[config.mk]
export PLATFORM = sky130hd
export DESIGN_NAME = peer_directory_stop_and_wait_flat
export DESIGN_NICKNAME = d
export VERILOG_FILES = /design/src/hw/rtl/pdsw_pkg.sv /design/src/hw/rtl/pdsw_if.sv /design/src/hw/rtl/peer_directory_stop_and_wait.sv /design/src/hw/rtl/pdsw_ram.sv /design/src/flat_wrapper.sv
export VERILOG_INCLUDE_DIRS = /design/src /design/src/hw/rtl
export SDC_FILE = /design/constraint.sdc
export NUM_CORES = 2
export LEC_CHECK = 0
export BUFFER_PORTS_ARGS = -buffer_cell sky130_fd_sc_hd__buf_2
export CORE_MARGIN = 2
export CORE_UTILIZATION = 50
export CTS_CLUSTER_DIAMETER = 40
export CTS_CLUSTER_SIZE = 16
export DETAILED_ROUTE_END_ITERATION = 12
export PLACE_DENSITY = 0.69
export SYNTH_ARGS = -nofsm -noshare
export SYNTH_HDL_FRONTEND = slang
export SYNTH_SLANG_ARGS = --single-unit
[constraint.sdc]
create_clock -name clk -period 27 [get_ports clk]
set_clock_uncertainty 0.2 [all_clocks]
set_input_delay 4.05 -clock clk [delete_from_list [all_inputs] [get_ports clk]]
set_output_delay 4.05 -clock clk [all_outputs]
set_load 0.02 [all_outputs]
[src/hw/rtl/assert_macros.svh]
// Assertion macros used by the RTL of the peer directory block.
// Depends on a clk and an active-low rst_n in the scope that uses them.
`ifndef ASSERT_MACROS_SVH
`define ASSERT_MACROS_SVH

// Same-cycle implication, sampled on the rising clock edge, off during reset.
`define PDSW_ASSERT_IMPL(lbl, ante, cons, msg) \
  lbl: assert property (@(posedge clk) disable iff (!rst_n) (ante) |-> (cons)) \
    else $error(msg);

// Next-cycle implication, sampled on the rising clock edge, off during reset.
`define PDSW_ASSERT_NEXT(lbl, ante, cons, msg) \
  lbl: assert property (@(posedge clk) disable iff (!rst_n) (ante) |=> (cons)) \
    else $error(msg);

`endif

[src/hw/rtl/pdsw_pkg.sv]
// Package for the peer directory block: opcodes, result kinds and the result beat.
// No dependencies; pdsw_if and the peer directory module use it.
package pdsw_pkg;

  localparam int OP_W      = 3;
  localparam int PADDR_W   = 3;
  localparam int RES_LIMIT = 8;

  localparam logic [OP_W-1:0] OP_REGISTER = 3'd0;
  localparam logic [OP_W-1:0] OP_UPDATE   = 3'd1;
  localparam logic [OP_W-1:0] OP_QUERY    = 3'd2;
  localparam logic [OP_W-1:0] OP_ACK      = 3'd3;
  localparam logic [OP_W-1:0] OP_TICK     = 3'd4;

  localparam logic [1:0] KIND_ACK    = 2'd0;
  localparam logic [1:0] KIND_RESP   = 2'd1;
  localparam logic [1:0] KIND_FINISH = 2'd2;

  // Register index of timeout_us, taken from paddr above the byte offset.
  localparam logic [0:0] REG_TIMEOUT = 1'b0;
  localparam logic [23:0] TIMEOUT_RESET = 24'd500000;

  // Bit 31 of a file map is file 0.
  localparam logic [4:0] FILE_MSB = 5'd31;

  typedef struct packed {
    logic [1:0]  kind;
    logic [31:0] dest_ip;
    logic [15:0] dest_port;
    logic        seq;
    logic [31:0] peer_ip;
    logic [15:0] peer_port;
    logic        last;
  } result_t;

endpackage

[src/hw/rtl/pdsw_if.sv]
// Valid/ready channel interfaces for the request and result beats.
// Depends on pdsw_pkg for the opcode width.
interface pdsw_in_if;
  logic                      valid;
  logic                      ready;
  logic [pdsw_pkg::OP_W-1:0] op;
  logic [31:0]               client_ip;
  logic [15:0]               client_port;
  logic [31:0]               node_ip;
  logic [15:0]               node_port;
  logic [31:0]               file_bits;
  logic [6:0]                file_index;
  logic                      seq;
  logic [47:0]               time_us;

  modport source (output valid, op, client_ip, client_port, node_ip, node_port,
                  file_bits, file_index, seq, time_us, input ready);
  modport sink   (input valid, op, client_ip, client_port, node_ip, node_port,
                  file_bits, file_index, seq, time_us, output ready);
endinterface

interface pdsw_out_if;
  logic        valid;
  logic        ready;
  logic [1:0]  kind;
  logic [31:0] dest_ip;
  logic [15:0] dest_port;
  logic        out_seq;
  logic [31:0] peer_ip;
  logic [15:0] peer_port;
  logic        last;

  modport source (output valid, kind, dest_ip, dest_port, out_seq, peer_ip, peer_port,
                  last, input ready);
  modport sink   (input valid, kind, dest_ip, dest_port, out_seq, peer_ip, peer_port,
                  last, output ready);
endinterface

[src/hw/rtl/peer_directory_stop_and_wait.sv]
// Peer directory with an alternating-bit responder per client.
// Channels: in_chan takes one request beat (register, update, query, ack, tick);
// out_chan gives the result beats of that request in order, last set on the final one.
// Configuration: APB-style write of timeout_us at byte address 0, pready always high.
// An item is taken only in the idle state, then walks the context table and the peer
// table, both in registered-read synchronous RAMs, with a read and a compare state per
// entry visited. A request from a known client walks the contexts up to its slot, then
// the peers; a tick reads each context and, for an overdue one, its peer before it
// resends. One item is in flight at a time; the next is taken once the last result of
// the current one sits in the output register.
// Reset clears the peer and client counts, the output and staging valid flags, and
// sets timeout_us to 500000. Table contents need no clearing: a new client slot is
// written in full when it is created.
// When the receiver stalls, results wait in a staging register and the output
// register; the walk holds until a slot frees, no result is dropped.
// Depends on pdsw_pkg, pdsw_if, pdsw_ram and assert_macros.svh.
`include "assert_macros.svh"

module peer_directory_stop_and_wait #(
  parameter int MAX_PEERS   = 16,
  parameter int MAX_CLIENTS = 8,
  parameter int FILE_COUNT  = 32
) (
  input  logic                         clk,
  input  logic                         rst_n,
  pdsw_in_if.sink                      in_chan,
  pdsw_out_if.source                   out_chan,
  input  logic                         psel,
  input  logic                         penable,
  input  logic                         pwrite,
  input  logic [pdsw_pkg::PADDR_W-1:0] paddr,
  input  logic [31:0]                  pwdata,
  output logic [31:0]                  prdata,
  output logic                         pready
);
  import pdsw_pkg::*;

  localparam int PW  = (MAX_PEERS > 1) ? $clog2(MAX_PEERS) : 1;
  localparam int PCW = $clog2(MAX_PEERS + 1);
  localparam int CW  = (MAX_CLIENTS > 1) ? $clog2(MAX_CLIENTS) : 1;
  localparam int CCW = $clog2(MAX_CLIENTS + 1);

  typedef struct packed {
    logic [31:0] addr;
    logic [15:0] port;
    logic [31:0] files;
  } peer_word_t;

  typedef struct packed {
    logic [31:0]   addr;
    logic [15:0]   port;
    logic          waiting;
    logic          pseq;
    logic [PW-1:0] ppeer;
    logic [4:0]    file;
    logic [47:0]   sent;
  } ctx_word_t;

  typedef enum logic [10:0] {
    S_IDLE  = 11'b00000000001,
    S_CRD   = 11'b00000000010,
    S_CCMP  = 11'b00000000100,
    S_DISP  = 11'b00000001000,
    S_PRD   = 11'b00000010000,
    S_PCMP  = 11'b00000100000,
    S_TRD   = 11'b00001000000,
    S_TCMP  = 11'b00010000000,
    S_TPRD  = 11'b00100000000,
    S_FLUSH = 11'b01000000000,
    S_SPARE = 11'b10000000000
  } state_t;

  state_t state_r, state_nxt;

  // Latched request.
  logic [OP_W-1:0] op_r, op_nxt;
  logic [31:0] cip_r, cip_nxt, nip_r, nip_nxt, fmap_r, fmap_nxt;
  logic [15:0] cport_r, cport_nxt, nport_r, nport_nxt;
  logic [6:0]  fidx_r, fidx_nxt;
  logic        sq_r, sq_nxt;
  logic [47:0] now_r, now_nxt;

  // Walk state.
  logic [PCW-1:0] pi_r, pi_nxt, peer_count_r, peer_count_nxt;
  logic [CCW-1:0] ci_r, ci_nxt, ctx_count_r, ctx_count_nxt;
  logic [3:0]     n_r, n_nxt;
  logic           c_ok_r, c_ok_nxt;
  logic [CW-1:0]  c_idx_r, c_idx_nxt;
  ctx_word_t      ce_r, ce_nxt;
  logic [4:0]     file_r, file_nxt;
  logic [23:0]    timeout_r;

  // Staging and output registers.
  logic    stg_v_r, stg_v_nxt, out_v_r, out_v_nxt;
  result_t stg_r, stg_nxt, out_r, out_nxt;

  // Memory ports.
  logic p_we, p_re, c_we, c_re;
  logic [PW-1:0] p_waddr, p_raddr;
  logic [CW-1:0] c_waddr, c_raddr;
  peer_word_t p_wdata, p_rd;
  ctx_word_t  c_wdata, c_rd, cw;

  logic    slot_free, blocked, emit, overdue;
  result_t emit_val;

  pdsw_ram #(.DEPTH(MAX_PEERS), .WIDTH($bits(peer_word_t)), .AW(PW)) u_peer_ram (
    .clk(clk), .we(p_we), .waddr(p_waddr), .wdata(p_wdata),
    .re(p_re), .raddr(p_raddr), .rdata(p_rd)
  );

  pdsw_ram #(.DEPTH(MAX_CLIENTS), .WIDTH($bits(ctx_word_t)), .AW(CW)) u_ctx_ram (
    .clk(clk), .we(c_we), .waddr(c_waddr), .wdata(c_wdata),
    .re(c_re), .raddr(c_raddr), .rdata(c_rd)
  );

  assign slot_free = !out_v_r || out_chan.ready;
  assign blocked   = stg_v_r && !slot_free;
  assign overdue   = c_rd.waiting && (now_r >= c_rd.sent) &&
                     ((now_r - c_rd.sent) >= 48'(timeout_r));

  assign in_chan.ready = (state_r == S_IDLE);

  // Sequencer: context lookup, peer walk, tick walk and result staging.
  always_comb begin
    state_nxt = state_r;
    op_nxt = op_r; cip_nxt = cip_r; cport_nxt = cport_r; nip_nxt = nip_r;
    nport_nxt = nport_r; fmap_nxt = fmap_r; fidx_nxt = fidx_r; sq_nxt = sq_r;
    now_nxt = now_r;
    pi_nxt = pi_r; ci_nxt = ci_r; n_nxt = n_r;
    peer_count_nxt = peer_count_r; ctx_count_nxt = ctx_count_r;
    c_ok_nxt = c_ok_r; c_idx_nxt = c_idx_r; ce_nxt = ce_r; file_nxt = file_r;
    stg_v_nxt = stg_v_r; stg_nxt = stg_r;
    out_v_nxt = out_v_r && !out_chan.ready; out_nxt = out_r;
    p_we = 1'b0; p_waddr = '0; p_wdata = '0; p_re = 1'b0; p_raddr = '0;
    c_we = 1'b0; c_waddr = '0; c_wdata = '0; c_re = 1'b0; c_raddr = '0;
    cw = ce_r;
    emit = 1'b0;
    emit_val = '0;
    emit_val.dest_ip = cip_r;
    emit_val.dest_port = cport_r;

    case (state_r)
      S_IDLE: begin
        if (in_chan.valid) begin
          op_nxt = in_chan.op; cip_nxt = in_chan.client_ip;
          cport_nxt = in_chan.client_port; nip_nxt = in_chan.node_ip;
          nport_nxt = in_chan.node_port; fmap_nxt = in_chan.file_bits;
          fidx_nxt = in_chan.file_index; sq_nxt = in_chan.seq;
          now_nxt = in_chan.time_us;
          ci_nxt = '0;
          n_nxt = '0;
          if (in_chan.op == OP_TICK) begin
            state_nxt = S_TRD;
          end else if (in_chan.op == OP_REGISTER || in_chan.op == OP_UPDATE ||
                       in_chan.op == OP_QUERY || in_chan.op == OP_ACK) begin
            state_nxt = S_CRD;
          end
        end
      end

      // Look for the client's context; create one if absent and there is room.
      S_CRD: begin
        if (ci_r < ctx_count_r) begin
          c_re = 1'b1;
          c_raddr = ci_r[CW-1:0];
          state_nxt = S_CCMP;
        end else begin
          if (ctx_count_r < CCW'(MAX_CLIENTS)) begin
            cw = '0;
            cw.addr = cip_r;
            cw.port = cport_r;
            ce_nxt = cw;
            c_we = 1'b1;
            c_waddr = ctx_count_r[CW-1:0];
            c_wdata = cw;
            c_ok_nxt = 1'b1;
            c_idx_nxt = ctx_count_r[CW-1:0];
            ctx_count_nxt = ctx_count_r + CCW'(1);
          end else begin
            c_ok_nxt = 1'b0;
          end
          state_nxt = S_DISP;
        end
      end

      S_CCMP: begin
        if (c_rd.addr == cip_r && c_rd.port == cport_r) begin
          c_ok_nxt = 1'b1;
          c_idx_nxt = ci_r[CW-1:0];
          ce_nxt = c_rd;
          state_nxt = S_DISP;
        end else begin
          ci_nxt = ci_r + CCW'(1);
          state_nxt = S_CRD;
        end
      end

      // Decide what the request does and where the peer walk starts.
      S_DISP: begin
        pi_nxt = '0;
        case (op_r)
          OP_REGISTER, OP_UPDATE: begin
            state_nxt = S_PRD;
          end
          OP_QUERY: begin
            if (32'(fidx_r) >= FILE_COUNT) begin
              state_nxt = S_IDLE;
            end else begin
              emit = 1'b1;
              emit_val.kind = KIND_ACK;
              emit_val.seq = sq_r;
              file_nxt = fidx_r[4:0];
              state_nxt = S_PRD;
            end
          end
          OP_ACK: begin
            if (c_ok_r && ce_r.waiting && ce_r.pseq == sq_r) begin
              file_nxt = ce_r.file;
              pi_nxt = PCW'(ce_r.ppeer) + PCW'(1);
              state_nxt = S_PRD;
            end else begin
              state_nxt = S_IDLE;
            end
          end
          default: begin
            state_nxt = S_IDLE;
          end
        endcase
      end

      // Peer walk: read the next peer, or act on reaching the end of the table.
      S_PRD: begin
        if (pi_r < peer_count_r) begin
          p_re = 1'b1;
          p_raddr = pi_r[PW-1:0];
          state_nxt = S_PCMP;
        end else begin
          case (op_r)
            OP_REGISTER: begin
              if (peer_count_r < PCW'(MAX_PEERS)) begin
                p_we = 1'b1;
                p_waddr = peer_count_r[PW-1:0];
                p_wdata = '{addr: nip_r, port: nport_r, files: 32'd0};
                peer_count_nxt = peer_count_r + PCW'(1);
              end
              emit = 1'b1;
              emit_val.kind = KIND_ACK;
              emit_val.seq = sq_r;
              state_nxt = S_FLUSH;
            end
            OP_UPDATE: begin
              state_nxt = S_IDLE;
            end
            default: begin
              if (!blocked) begin
                emit = 1'b1;
                emit_val.kind = KIND_FINISH;
                emit_val.seq = ~sq_r;
                cw.waiting = 1'b0;
                if (op_r == OP_ACK) begin
                  cw.pseq = ~sq_r;
                  cw.sent = now_r;
                end
                c_we = c_ok_r;
                c_waddr = c_idx_r;
                c_wdata = cw;
                state_nxt = S_FLUSH;
              end
            end
          endcase
        end
      end

      S_PCMP: begin
        if (op_r == OP_REGISTER || op_r == OP_UPDATE) begin
          if (p_rd.addr == nip_r && p_rd.port == nport_r) begin
            if (op_r == OP_UPDATE) begin
              p_we = 1'b1;
              p_waddr = pi_r[PW-1:0];
              p_wdata = '{addr: nip_r, port: nport_r, files: fmap_r};
            end
            emit = 1'b1;
            emit_val.kind = KIND_ACK;
            emit_val.seq = sq_r;
            state_nxt = S_FLUSH;
          end else begin
            pi_nxt = pi_r + PCW'(1);
            state_nxt = S_PRD;
          end
        end else if (p_rd.files[FILE_MSB - file_r]) begin
          if (!blocked) begin
            emit = 1'b1;
            emit_val.kind = KIND_RESP;
            emit_val.seq = (op_r == OP_QUERY) ? 1'b0 : ~sq_r;
            emit_val.peer_ip = p_rd.addr;
            emit_val.peer_port = p_rd.port;
            cw.ppeer = pi_r[PW-1:0];
            cw.sent = now_r;
            if (op_r == OP_QUERY) begin
              cw.waiting = 1'b1;
              cw.pseq = 1'b0;
              cw.file = fidx_r[4:0];
            end else begin
              cw.pseq = ~sq_r;
            end
            c_we = c_ok_r;
            c_waddr = c_idx_r;
            c_wdata = cw;
            state_nxt = S_FLUSH;
          end
        end else begin
          pi_nxt = pi_r + PCW'(1);
          state_nxt = S_PRD;
        end
      end

      // Tick walk over the contexts, at most RES_LIMIT resends.
      S_TRD: begin
        if (ci_r < ctx_count_r && n_r < 4'(RES_LIMIT)) begin
          c_re = 1'b1;
          c_raddr = ci_r[CW-1:0];
          state_nxt = S_TCMP;
        end else begin
          state_nxt = S_FLUSH;
        end
      end

      S_TCMP: begin
        if (overdue) begin
          ce_nxt = c_rd;
          p_re = 1'b1;
          p_raddr = c_rd.ppeer;
          state_nxt = S_TPRD;
        end else begin
          ci_nxt = ci_r + CCW'(1);
          state_nxt = S_TRD;
        end
      end

      S_TPRD: begin
        if (!blocked) begin
          emit = 1'b1;
          emit_val.kind = KIND_RESP;
          emit_val.dest_ip = ce_r.addr;
          emit_val.dest_port = ce_r.port;
          emit_val.seq = ce_r.pseq;
          emit_val.peer_ip = p_rd.addr;
          emit_val.peer_port = p_rd.port;
          cw.sent = now_r;
          c_we = 1'b1;
          c_waddr = ci_r[CW-1:0];
          c_wdata = cw;
          n_nxt = n_r + 4'd1;
          ci_nxt = ci_r + CCW'(1);
          state_nxt = S_TRD;
        end
      end

      // Hand the staged beat over as the final one.
      S_FLUSH: begin
        if (!stg_v_r) begin
          state_nxt = S_IDLE;
        end else if (slot_free) begin
          out_v_nxt = 1'b1;
          out_nxt = stg_r;
          out_nxt.last = 1'b1;
          stg_v_nxt = 1'b0;
          state_nxt = S_IDLE;
        end
      end

      default: begin
        state_nxt = S_IDLE;
      end
    endcase

    // A new result pushes the staged one to the output register.
    if (emit) begin
      if (stg_v_r) begin
        out_v_nxt = 1'b1;
        out_nxt = stg_r;
        out_nxt.last = 1'b0;
      end
      stg_v_nxt = 1'b1;
      stg_nxt = emit_val;
    end
  end

  // Control registers.
  always_ff @(posedge clk) begin
    if (!rst_n) begin
      state_r <= S_IDLE;
      peer_count_r <= '0;
      ctx_count_r <= '0;
      stg_v_r <= 1'b0;
      out_v_r <= 1'b0;
      n_r <= '0;
      c_ok_r <= 1'b0;
    end else begin
      state_r <= state_nxt;
      peer_count_r <= peer_count_nxt;
      ctx_count_r <= ctx_count_nxt;
      stg_v_r <= stg_v_nxt;
      out_v_r <= out_v_nxt;
      n_r <= n_nxt;
      c_ok_r <= c_ok_nxt;
    end
  end

  // Payload registers.
  always_ff @(posedge clk) begin
    op_r <= op_nxt; cip_r <= cip_nxt; cport_r <= cport_nxt; nip_r <= nip_nxt;
    nport_r <= nport_nxt; fmap_r <= fmap_nxt; fidx_r <= fidx_nxt; sq_r <= sq_nxt;
    now_r <= now_nxt;
    pi_r <= pi_nxt; ci_r <= ci_nxt; c_idx_r <= c_idx_nxt; ce_r <= ce_nxt;
    file_r <= file_nxt; stg_r <= stg_nxt; out_r <= out_nxt;
  end

  // Configuration register.
  always_ff @(posedge clk) begin
    if (!rst_n) begin
      timeout_r <= TIMEOUT_RESET;
    end else if (psel && penable && pwrite && paddr[PADDR_W-1:2] == REG_TIMEOUT) begin
      timeout_r <= pwdata[23:0];
    end
  end

  assign pready = 1'b1;
  assign prdata = (paddr[PADDR_W-1:2] == REG_TIMEOUT) ? {8'd0, timeout_r} : 32'd0;

  // Result channel.
  assign out_chan.valid     = out_v_r;
  assign out_chan.kind      = out_r.kind;
  assign out_chan.dest_ip   = out_r.dest_ip;
  assign out_chan.dest_port = out_r.dest_port;
  assign out_chan.out_seq   = out_r.seq;
  assign out_chan.peer_ip   = out_r.peer_ip;
  assign out_chan.peer_port = out_r.peer_port;
  assign out_chan.last      = out_r.last;

  // Checks on the table counts, the tick limit, the staging register and query routing.
  `PDSW_ASSERT_IMPL(a_peer_count, 1'b1, peer_count_r <= PCW'(MAX_PEERS), "peer count overflow")
  `PDSW_ASSERT_IMPL(a_ctx_count, 1'b1, ctx_count_r <= CCW'(MAX_CLIENTS), "ctx count overflow")
  `PDSW_ASSERT_IMPL(a_tick_limit, 1'b1, n_r <= 4'(RES_LIMIT), "too many resends in one tick")
  `PDSW_ASSERT_IMPL(a_idle_empty, state_r == S_IDLE, !stg_v_r, "result left staged while idle")
  `PDSW_ASSERT_NEXT(a_take_busy, in_chan.valid && in_chan.ready && in_chan.op == OP_QUERY,
                    state_r == S_CRD, "query not routed to context lookup")

endmodule

[src/hw/rtl/pdsw_ram.sv]
// Simple dual-port synchronous RAM: one write port, one read port, registered read.
// No dependencies.
module pdsw_ram #(
  parameter int DEPTH = 16,
  parameter int WIDTH = 80,
  parameter int AW    = (DEPTH > 1) ? $clog2(DEPTH) : 1
) (
  input  logic             clk,
  input  logic             we,
  input  logic [AW-1:0]    waddr,
  input  logic [WIDTH-1:0] wdata,
  input  logic             re,
  input  logic [AW-1:0]    raddr,
  output logic [WIDTH-1:0] rdata
);

  logic [WIDTH-1:0] mem [DEPTH];
  logic [WIDTH-1:0] rdata_r;

  // Write port.
  always_ff @(posedge clk) begin
    if (we) begin
      mem[waddr] <= wdata;
    end
  end

  // Read port; the data holds while no read is issued.
  always_ff @(posedge clk) begin
    if (re) begin
      rdata_r <= mem[raddr];
    end
  end

  assign rdata = rdata_r;

endmodule
[src/flat_wrapper.sv]
// flat-port wrapper written by rule: the top's interface ports become plain ports
module peer_directory_stop_and_wait_flat import pdsw_pkg::*;
#(
  parameter int MAX_PEERS   = 16,
  parameter int MAX_CLIENTS = 8,
  parameter int FILE_COUNT  = 32
)
  (clk, rst_n, psel, penable, pwrite, paddr, pwdata, prdata, pready, in_chan_valid, in_chan_op, in_chan_client_ip, in_chan_client_port, in_chan_node_ip, in_chan_node_port, in_chan_file_bits, in_chan_file_index, in_chan_seq, in_chan_time_us, in_chan_ready, out_chan_valid, out_chan_kind, out_chan_dest_ip, out_chan_dest_port, out_chan_out_seq, out_chan_peer_ip, out_chan_peer_port, out_chan_last, out_chan_ready);
  pdsw_in_if in_chan_i ();
  pdsw_out_if out_chan_i ();
  input  logic clk;
  input  logic rst_n;
  input  logic psel;
  input  logic penable;
  input  logic pwrite;
  input  logic [pdsw_pkg::PADDR_W-1:0] paddr;
  input  logic [31:0] pwdata;
  output logic [31:0] prdata;
  output logic pready;
  input wire logic [$bits(in_chan_i.valid)-1:0] in_chan_valid;
  input wire logic [$bits(in_chan_i.op)-1:0] in_chan_op;
  input wire logic [$bits(in_chan_i.client_ip)-1:0] in_chan_client_ip;
  input wire logic [$bits(in_chan_i.client_port)-1:0] in_chan_client_port;
  input wire logic [$bits(in_chan_i.node_ip)-1:0] in_chan_node_ip;
  input wire logic [$bits(in_chan_i.node_port)-1:0] in_chan_node_port;
  input wire logic [$bits(in_chan_i.file_bits)-1:0] in_chan_file_bits;
  input wire logic [$bits(in_chan_i.file_index)-1:0] in_chan_file_index;
  input wire logic [$bits(in_chan_i.seq)-1:0] in_chan_seq;
  input wire logic [$bits(in_chan_i.time_us)-1:0] in_chan_time_us;
  output wire logic [$bits(in_chan_i.ready)-1:0] in_chan_ready;
  output wire logic [$bits(out_chan_i.valid)-1:0] out_chan_valid;
  output wire logic [$bits(out_chan_i.kind)-1:0] out_chan_kind;
  output wire logic [$bits(out_chan_i.dest_ip)-1:0] out_chan_dest_ip;
  output wire logic [$bits(out_chan_i.dest_port)-1:0] out_chan_dest_port;
  output wire logic [$bits(out_chan_i.out_seq)-1:0] out_chan_out_seq;
  output wire logic [$bits(out_chan_i.peer_ip)-1:0] out_chan_peer_ip;
  output wire logic [$bits(out_chan_i.peer_port)-1:0] out_chan_peer_port;
  output wire logic [$bits(out_chan_i.last)-1:0] out_chan_last;
  input wire logic [$bits(out_chan_i.ready)-1:0] out_chan_ready;
  assign in_chan_i.valid = in_chan_valid;
  assign in_chan_i.op = in_chan_op;
  assign in_chan_i.client_ip = in_chan_client_ip;
  assign in_chan_i.client_port = in_chan_client_port;
  assign in_chan_i.node_ip = in_chan_node_ip;
  assign in_chan_i.node_port = in_chan_node_port;
  assign in_chan_i.file_bits = in_chan_file_bits;
  assign in_chan_i.file_index = in_chan_file_index;
  assign in_chan_i.seq = in_chan_seq;
  assign in_chan_i.time_us = in_chan_time_us;
  assign in_chan_ready = in_chan_i.ready;
  assign out_chan_valid = out_chan_i.valid;
  assign out_chan_kind = out_chan_i.kind;
  assign out_chan_dest_ip = out_chan_i.dest_ip;
  assign out_chan_dest_port = out_chan_i.dest_port;
  assign out_chan_out_seq = out_chan_i.out_seq;
  assign out_chan_peer_ip = out_chan_i.peer_ip;
  assign out_chan_peer_port = out_chan_i.peer_port;
  assign out_chan_last = out_chan_i.last;
  assign out_chan_i.ready = out_chan_ready;
  peer_directory_stop_and_wait #(.MAX_PEERS(MAX_PEERS), .MAX_CLIENTS(MAX_CLIENTS), .FILE_COUNT(FILE_COUNT)) u_core (.clk(clk), .rst_n(rst_n), .in_chan(in_chan_i), .out_chan(out_chan_i), .psel(psel), .penable(penable), .pwrite(pwrite), .paddr(paddr), .pwdata(pwdata), .prdata(prdata), .pready(pready));
endmodule
After elaboration in Yosys (flattened, before gate mapping)
Memories as Yosys holds them, arrays and structs flattened. A register that Yosys moved wholly into a read port is not among the register bits.
Index checks and enable logic that the tools add are counted.
{"block": "word_totals", "ramBits": 2136, "memories": 2, "word_cells": 305, "input_bits": 229, "reg_bits": 561}
{"block": "op_classes", "add_sub_neg": 8, "bitwise_logic": 4, "mux": 164, "reduce_logical": 41, "n_lt_le_gt_ge": 9, "n_eq_ne": 36}
{"name": "u_core.u_peer_ram.mem", "depth": 16, "width": 80, "read_ports": 1, "rd_ports_with_merged_regs": 1, "wr": 1, "line": "pdsw_ram.sv:17", "text": "logic [WIDTH-1:0] mem [DEPTH];"}
{"name": "u_core.u_ctx_ram.mem", "depth": 8, "width": 107, "read_ports": 1, "rd_ports_with_merged_regs": 1, "wr": 1, "line": "pdsw_ram.sv:17"}
{"operator": "$mux 107", "count": 13}
{"operator": "$mux 100", "count": 5}
{"operator": "$mux 80", "count": 6}
{"operator": "$pmux 107 s4", "count": 1}
{"operator": "$pmux 107 s3", "count": 1}
{"operator": "$pmux 80 s2", "count": 1}
{"operator": "$mux 48", "count": 3}
{"operator": "$mux 11", "count": 10}
{"operator": "$pmux 11 s10", "count": 1}
{"operator": "$mux 49", "count": 2}
{"operator": "$mux 98", "count": 1}
{"operator": "$pmux 48 s2", "count": 1}
{"operator": "$eq 32x32->1", "count": 2}
{"operator": "$mux 4", "count": 15}
{"operator": "$mux 1", "count": 50}
{"operator": "$mux 5", "count": 10}
{"operator": "$ge 48x24->1", "count": 1}
{"operator": "$ge 48x48->1", "count": 1}
{"operator": "$sub 48x48->48", "count": 1}
{"operator": "$mux 3", "count": 13}
{"operator": "$pmux 11 s3", "count": 1}
{"operator": "$eq 16x16->1", "count": 2}
{"operator": "$mux 24", "count": 1}
{"operator": "$pmux 4 s2", "count": 3}
{"operator": "54 further kinds", "count": 117}

Depth between registers and ports, before layout
{"block": "logic_depth", "depth_word": 10, "ltp_mapped": 31, "mapped_depth_nobuf": 26}

Hierarchy
From an unflattened synthesis, not the netlist that was laid out.
{"block": "unflattened", "cells_unflattened": 5679, "hier_area_um2": 113576.4}
{"module": "pdsw_ram at u_core.u_peer_ram", "area_each_um2": 50223.2, "cells_per_inst": 2054, "n_inst": 1}
{"module": "pdsw_ram at u_core.u_ctx_ram", "area_each_um2": 35397.7, "cells_per_inst": 1357, "n_inst": 1}
{"module": "peer_directory_stop_and_wait", "area_each_um2": 27955.6, "cells_per_inst": 2268, "n_inst": 1}

Worst setup path before layout
No wires, ideal clock.
{"block": "synth_path", "path_kind": "input port to flip-flop", "start": "in out_chan_ready", "end": "mem u_core.u_ctx_ram.mem[7][0] (netlist name) (enable)", "path_buffers": 3, "path_stages": 9, "setup_slack_ns": 13.326, "arrival_ns": 12.771, "required_ns": 26.097, "setup_ns": 0.703, "cell_sequence": "nand2b_1 > or2_2 > clkbuf_1 > and2_1 > clkbuf_1 > clkbuf_1 > a211oi_1 > or2_2 > nor3_1"}
{"block": "synth_between", "elab_chain_cells": 9, "word_cells_on_any_way": 19, "classes_between": "16 x mux; 3 x reduce/logical"}
{"element": "start, declared", "line": "flat_wrapper.sv:39", "text": "input wire logic [$bits(out_chan_i.ready)-1:0] out_chan_ready;"}
{"element": "$logic_or 1x1->1 *", "line": "peer_directory_stop_and_wait.sv:117", "text": "assign slot_free = !out_v_r || out_chan.ready;"}
{"element": "$logic_not 1->1 *", "line": "peer_directory_stop_and_wait.sv:118", "text": "assign blocked = stg_v_r && !slot_free;"}
{"element": "$logic_and 1x1->1 *", "line": "peer_directory_stop_and_wait.sv:118"}
{"element": "$mux 1", "line": "peer_directory_stop_and_wait.sv:256, peer_directory_stop_and_wait.sv:292"}
{"element": "$mux 1, on equally long branches", "line": "peer_directory_stop_and_wait.sv:291, peer_directory_stop_and_wait.sv:239"}
{"element": "$mux 1, on equally long branches", "line": "peer_directory_stop_and_wait.sv:276, peer_directory_stop_and_wait.sv:234"}
{"element": "$pmux 1 s4", "line": "peer_directory_stop_and_wait.sv:143", "text": "case (state_r)"}
{"element": "$mux 1", "line": "pdsw_ram.sv:22", "text": "if (we) begin"}
{"element": "$mux 1 (not written as such)", "line": "pdsw_ram.sv:23", "text": "mem[waddr] <= wdata;"}
{"element": "end, declared", "line": "pdsw_ram.sv:17"}
Mark *: on every way between the ends. The rest lies on a longest branch, timed or not.

Worst setup path after layout
{"block": "layout_path", "start": "reg u_core.now_r[12]", "end": "reg u_core.u_peer_ram.rdata_r[48], in the netlist u_core.u_peer_ram.rdata[48], read port of u_core.u_peer_ram.mem (data pin)"}
{"block": "layout_between", "elab_chain_cells": 5, "word_cells_on_any_way": 9, "classes_between": "1 x add/sub; 2 x order compare; 4 x mux; 2 x reduce/logical"}
{"element": "start, declared", "line": "peer_directory_stop_and_wait.sv:81", "text": "logic [47:0] now_r, now_nxt;"}
{"element": "start signal, assigned", "line": "peer_directory_stop_and_wait.sv:415", "text": "now_r <= now_nxt;"}
{"element": "$sub 48x48->48 / $ge 48x48->1 (equally long branches)", "line": "peer_directory_stop_and_wait.sv:120, peer_directory_stop_and_wait.sv:119"}
{"element": "$ge 48x24->1 / $logic_and 1x1->1 (equally long branches)", "line": "peer_directory_stop_and_wait.sv:120, peer_directory_stop_and_wait.sv:119"}
{"element": "$logic_and 1x1->1 *", "line": "peer_directory_stop_and_wait.sv:119", "text": "assign overdue = c_rd.waiting && (now_r >= c_rd.sent) &&"}
{"element": "$mux 4 / $mux 1 (equally long branches)", "line": "peer_directory_stop_and_wait.sv:330", "text": "if (overdue) begin"}
{"element": "$pmux 4 s2 / $pmux 1 s2 (equally long branches)", "line": "peer_directory_stop_and_wait.sv:143"}
{"element": "end, declared", "line": "pdsw_ram.sv:18", "text": "logic [WIDTH-1:0] rdata_r;"}
Marked as above.
A chain may end at the register's enable or synchronous reset.

==> flow_summary.yaml <==
sta:
  fin_crit_sh_pct: 34.2
  max_freq_ghz: 0.108
  slew_viol_final: 0
  finalHoldViolCount: 0
  fin_tns_setup_ps: 0
  setup_viol: 0
  rsz0062_at_grt: "false"
  min_period_ps: 9220
  relSlewSlack_pct: 15.5
  tightest_slew_ps: 1270
clock_tree:
  cts_max_level: 5
  post-cts-setup-buffer-count: 0
  cts.path.max_buffers: 4
  cts_resized: 0
  clock-sinks: 2884
  clk_pin_slew_ps: 60
  cts-root-buf: "clkbuf_16"
  cts_tree: "yes"
  numCtsBuffers: 400
  clk_latency_ps: 1000
  holdBufCountCts: 0
synthesis:
  avgSynthCellArea_sq_um: 14.5
  yosys_warnings: 0
  syn_inst: 8021
  synth_edf_count: 2833
  syn_area_sq_um: 117000
  synth_seq_cells: 2884
  ys.flop_type: "edfxtp_1"
  yosys.cell_types.count: 83
  synthArstFlopShare_pct: 0
  seq_area_frac_synth_pct: 73.9
grt:
  grt_pass1_vias: 68800
  grt_usage_pct: 24.6
  grt_start_max_net_pins: 202
  grt_pass1_wl_um: 437000
  antenna_found_initial: 18
  overflow: 0
floorplan:
  die_h_um: 487
  rows: 177
  io_pins: 364
  fp.dieW_um: 487
  core_area_sq_um: 232000
  die-area_sq_um: 237000
  initial_core_util_pct: 50.2
placed_design:
  gp_congestion: 0.907
  io_buffers: 344
  dpl.hpwl_um: 157000
critical_path:
  critPathKind: "register to register"
  worst_setup_path_start_kind: "register"
  crit_fanout: 154
  arrival_ps: 9690
  worst_setup_path_end_kind: "register"
  critPathRequiredTime_ps: 27470
finish:
  final_core_util_pct: 58.3
  drive_above_1_share_pct: 15.3
  area_delta_synth_final_pct: 16.2
  fin_nets: 8759
  final_cell_mix: "2833 x edfxtp_1, 1473 x nand2_1, 623 x mux2i_1"
  fillers: 17400
  layout_commonest_cell: "edfxtp_1"
status:
  status: "complete, no violations"
flow_run:
  cap_violations: 0
hold_path:
  min_path_type: "register to register"
route:
  ant_nets: 0
  wire_per_inst_um: 25.4
  vias_per_cell: 5.93
  drt_first_pass_iters: 8
  wl_um: 300000
  routed-via-count: 70100
  drc: 0
  dr.first_iter.drc_count: 7931
pwr:
  leakage_nw: 49.2
  ir_drop_mv: 0.0761
  power_density_nw_per_um2: 76.5
[cell families after synthesis]
logic type	Yosys count	share of synthesized area [%]
flops	2884	73.9
simple gates	2625	10.1
compound gates	977	5.35
mux	764	6.83
buf+inv	555	1.99
xor+xnor	128	0.962
fa+ha+maj	86	0.930
other cells	2	0.00644
[state kept, by name, indices dropped and copies added (netlist names), 3 cells and up, named ones only]
| name | count |
|---|---|
| u_core.u_ctx_ram.rdata | 107 |
| u_core.state_r | 11 |
| u_core.cport_r | 16 |
| u_core.nport_r | 16 |
| u_core.u_peer_ram.rdata | 80 |
| u_core.ce_r | 107 |
| u_core.fmap_r | 32 |
| u_core.pi_r | 5 |
| u_core.op_r | 3 |
| u_core.nip_r | 32 |
| u_core.u_ctx_ram.mem | 856 |
| u_core.peer_count_r | 5 |
| u_core.timeout_r | 24 |
| u_core.stg_r | 99 |
| u_core.u_peer_ram.mem | 1280 |
| u_core.now_r | 48 |
| u_core.file_r | 5 |
| u_core.ci_r | 4 |
| u_core.ctx_count_r | 4 |
| u_core.c_idx_r | 3 |
| u_core.fidx_r | 7 |
| u_core.cip_r | 32 |
| u_core.n_r | 4 |
[metal layers]
metal	global-route usage (%)	part of all wire [%]	wire, um	vias to the layer above
li1	-	-	-	31000
met1	33.0	40	120000	35100
met2	40.7	48	145000	3357
met3	3.74	8.0	24100	615
met4	9.52	3.6	10800	2
met5	0	0.0050	15	-
[stage by stage]
stage / cell area [sq um] / hold WS, ps / total power, W / std cells / setup slack [ps]
after detailed placement: 122000 / 258 / 0.00510 / 11100 / 17830
after floorplan: 117000 / 243 / 0.00504 / 8029 / 13330
after CTS: 135000 / 266 / 0.0104 / 11800 / 17850
after global routing: 135000 / 288 / 0.0106 / 11800 / 17260
after global placement: 122000 / 256 / 0.00510 / 11100 / 17910
final: 135000 / 260 / 0.0104 / 11800 / 17780
[cell usage after synthesis, types with 101 or more instances]
master,instances,area share [%]
a21oi_1,281,1.2
a22o_1,106,0.80
and2_1,174,0.93
clkbuf_1,314,1.0
edfxtp_1,2833,73
inv_1,111,0.36
mux2_2,114,1.1
mux2i_1,623,5.4
nand2_1,1480,4.8
nand3_1,565,2.4
nor2_1,139,0.45
o21ai_0,172,0.74
o22ai_1,101,0.54
[report_power, final]
group          total (W)  switching (W)  internal, W
registers        0.00489      0.0000209      0.00487
clock network    0.00534        0.00206      0.00328
logic           0.000121      0.0000762    0.0000452
[path summary, 6_finish.rpt]
check	slack [ps]	to	cells past startpoint	startpoint
setup reg to reg	17780	u_core.u_peer_ram.rdata[48]	27	u_core.now_r[12]
hold / removal	260	register	1	u_core.stg_r[82]
setup / recovery	17780	u_core.u_peer_ram.rdata[48]	27	u_core.now_r[12]
hold reg to reg	260	register	1	u_core.stg_r[82]
[final cells by class]
class	instances	area [sq um]	share of cell area [%]
flip-flops and latches	2884	86100	63.6
multi-input cells	4590	28600	21.1
inverters	111	417	0.308
clock buffers	424	10200	7.52
repair buffers	457	2680	1.98
diodes	5	12.5	0.00924
clock inverters	299	3620	2.68
well taps	3043	3810	2.81
[worst max-delay path, stage by stage, from the launching register on]
cell and delay (ps):
edfxtp_1 460, ha_1 420, a21oi_1 210, nor2_1 70, a211oi_1 700, a21boi_0 260, o21ai_0 290, a21oi_1 110
nor2b_1 140, xnor2_1 170, ha_1 290, a21boi_0 130, o21ai_0 160, a21oi_1 130, nor4_1 260, o2111a_1 270
nand4_1 100, nor4_2 300, nand4b_1 400, nor2_4 430, o31a_2 230, buf_12 720, buf_4 850, buf_4 770
mux2i_1 270, mux2i_1 100, a222oi_1 360, nand2_1 80
Note: power is estimated with default switching activity, not from simulation.
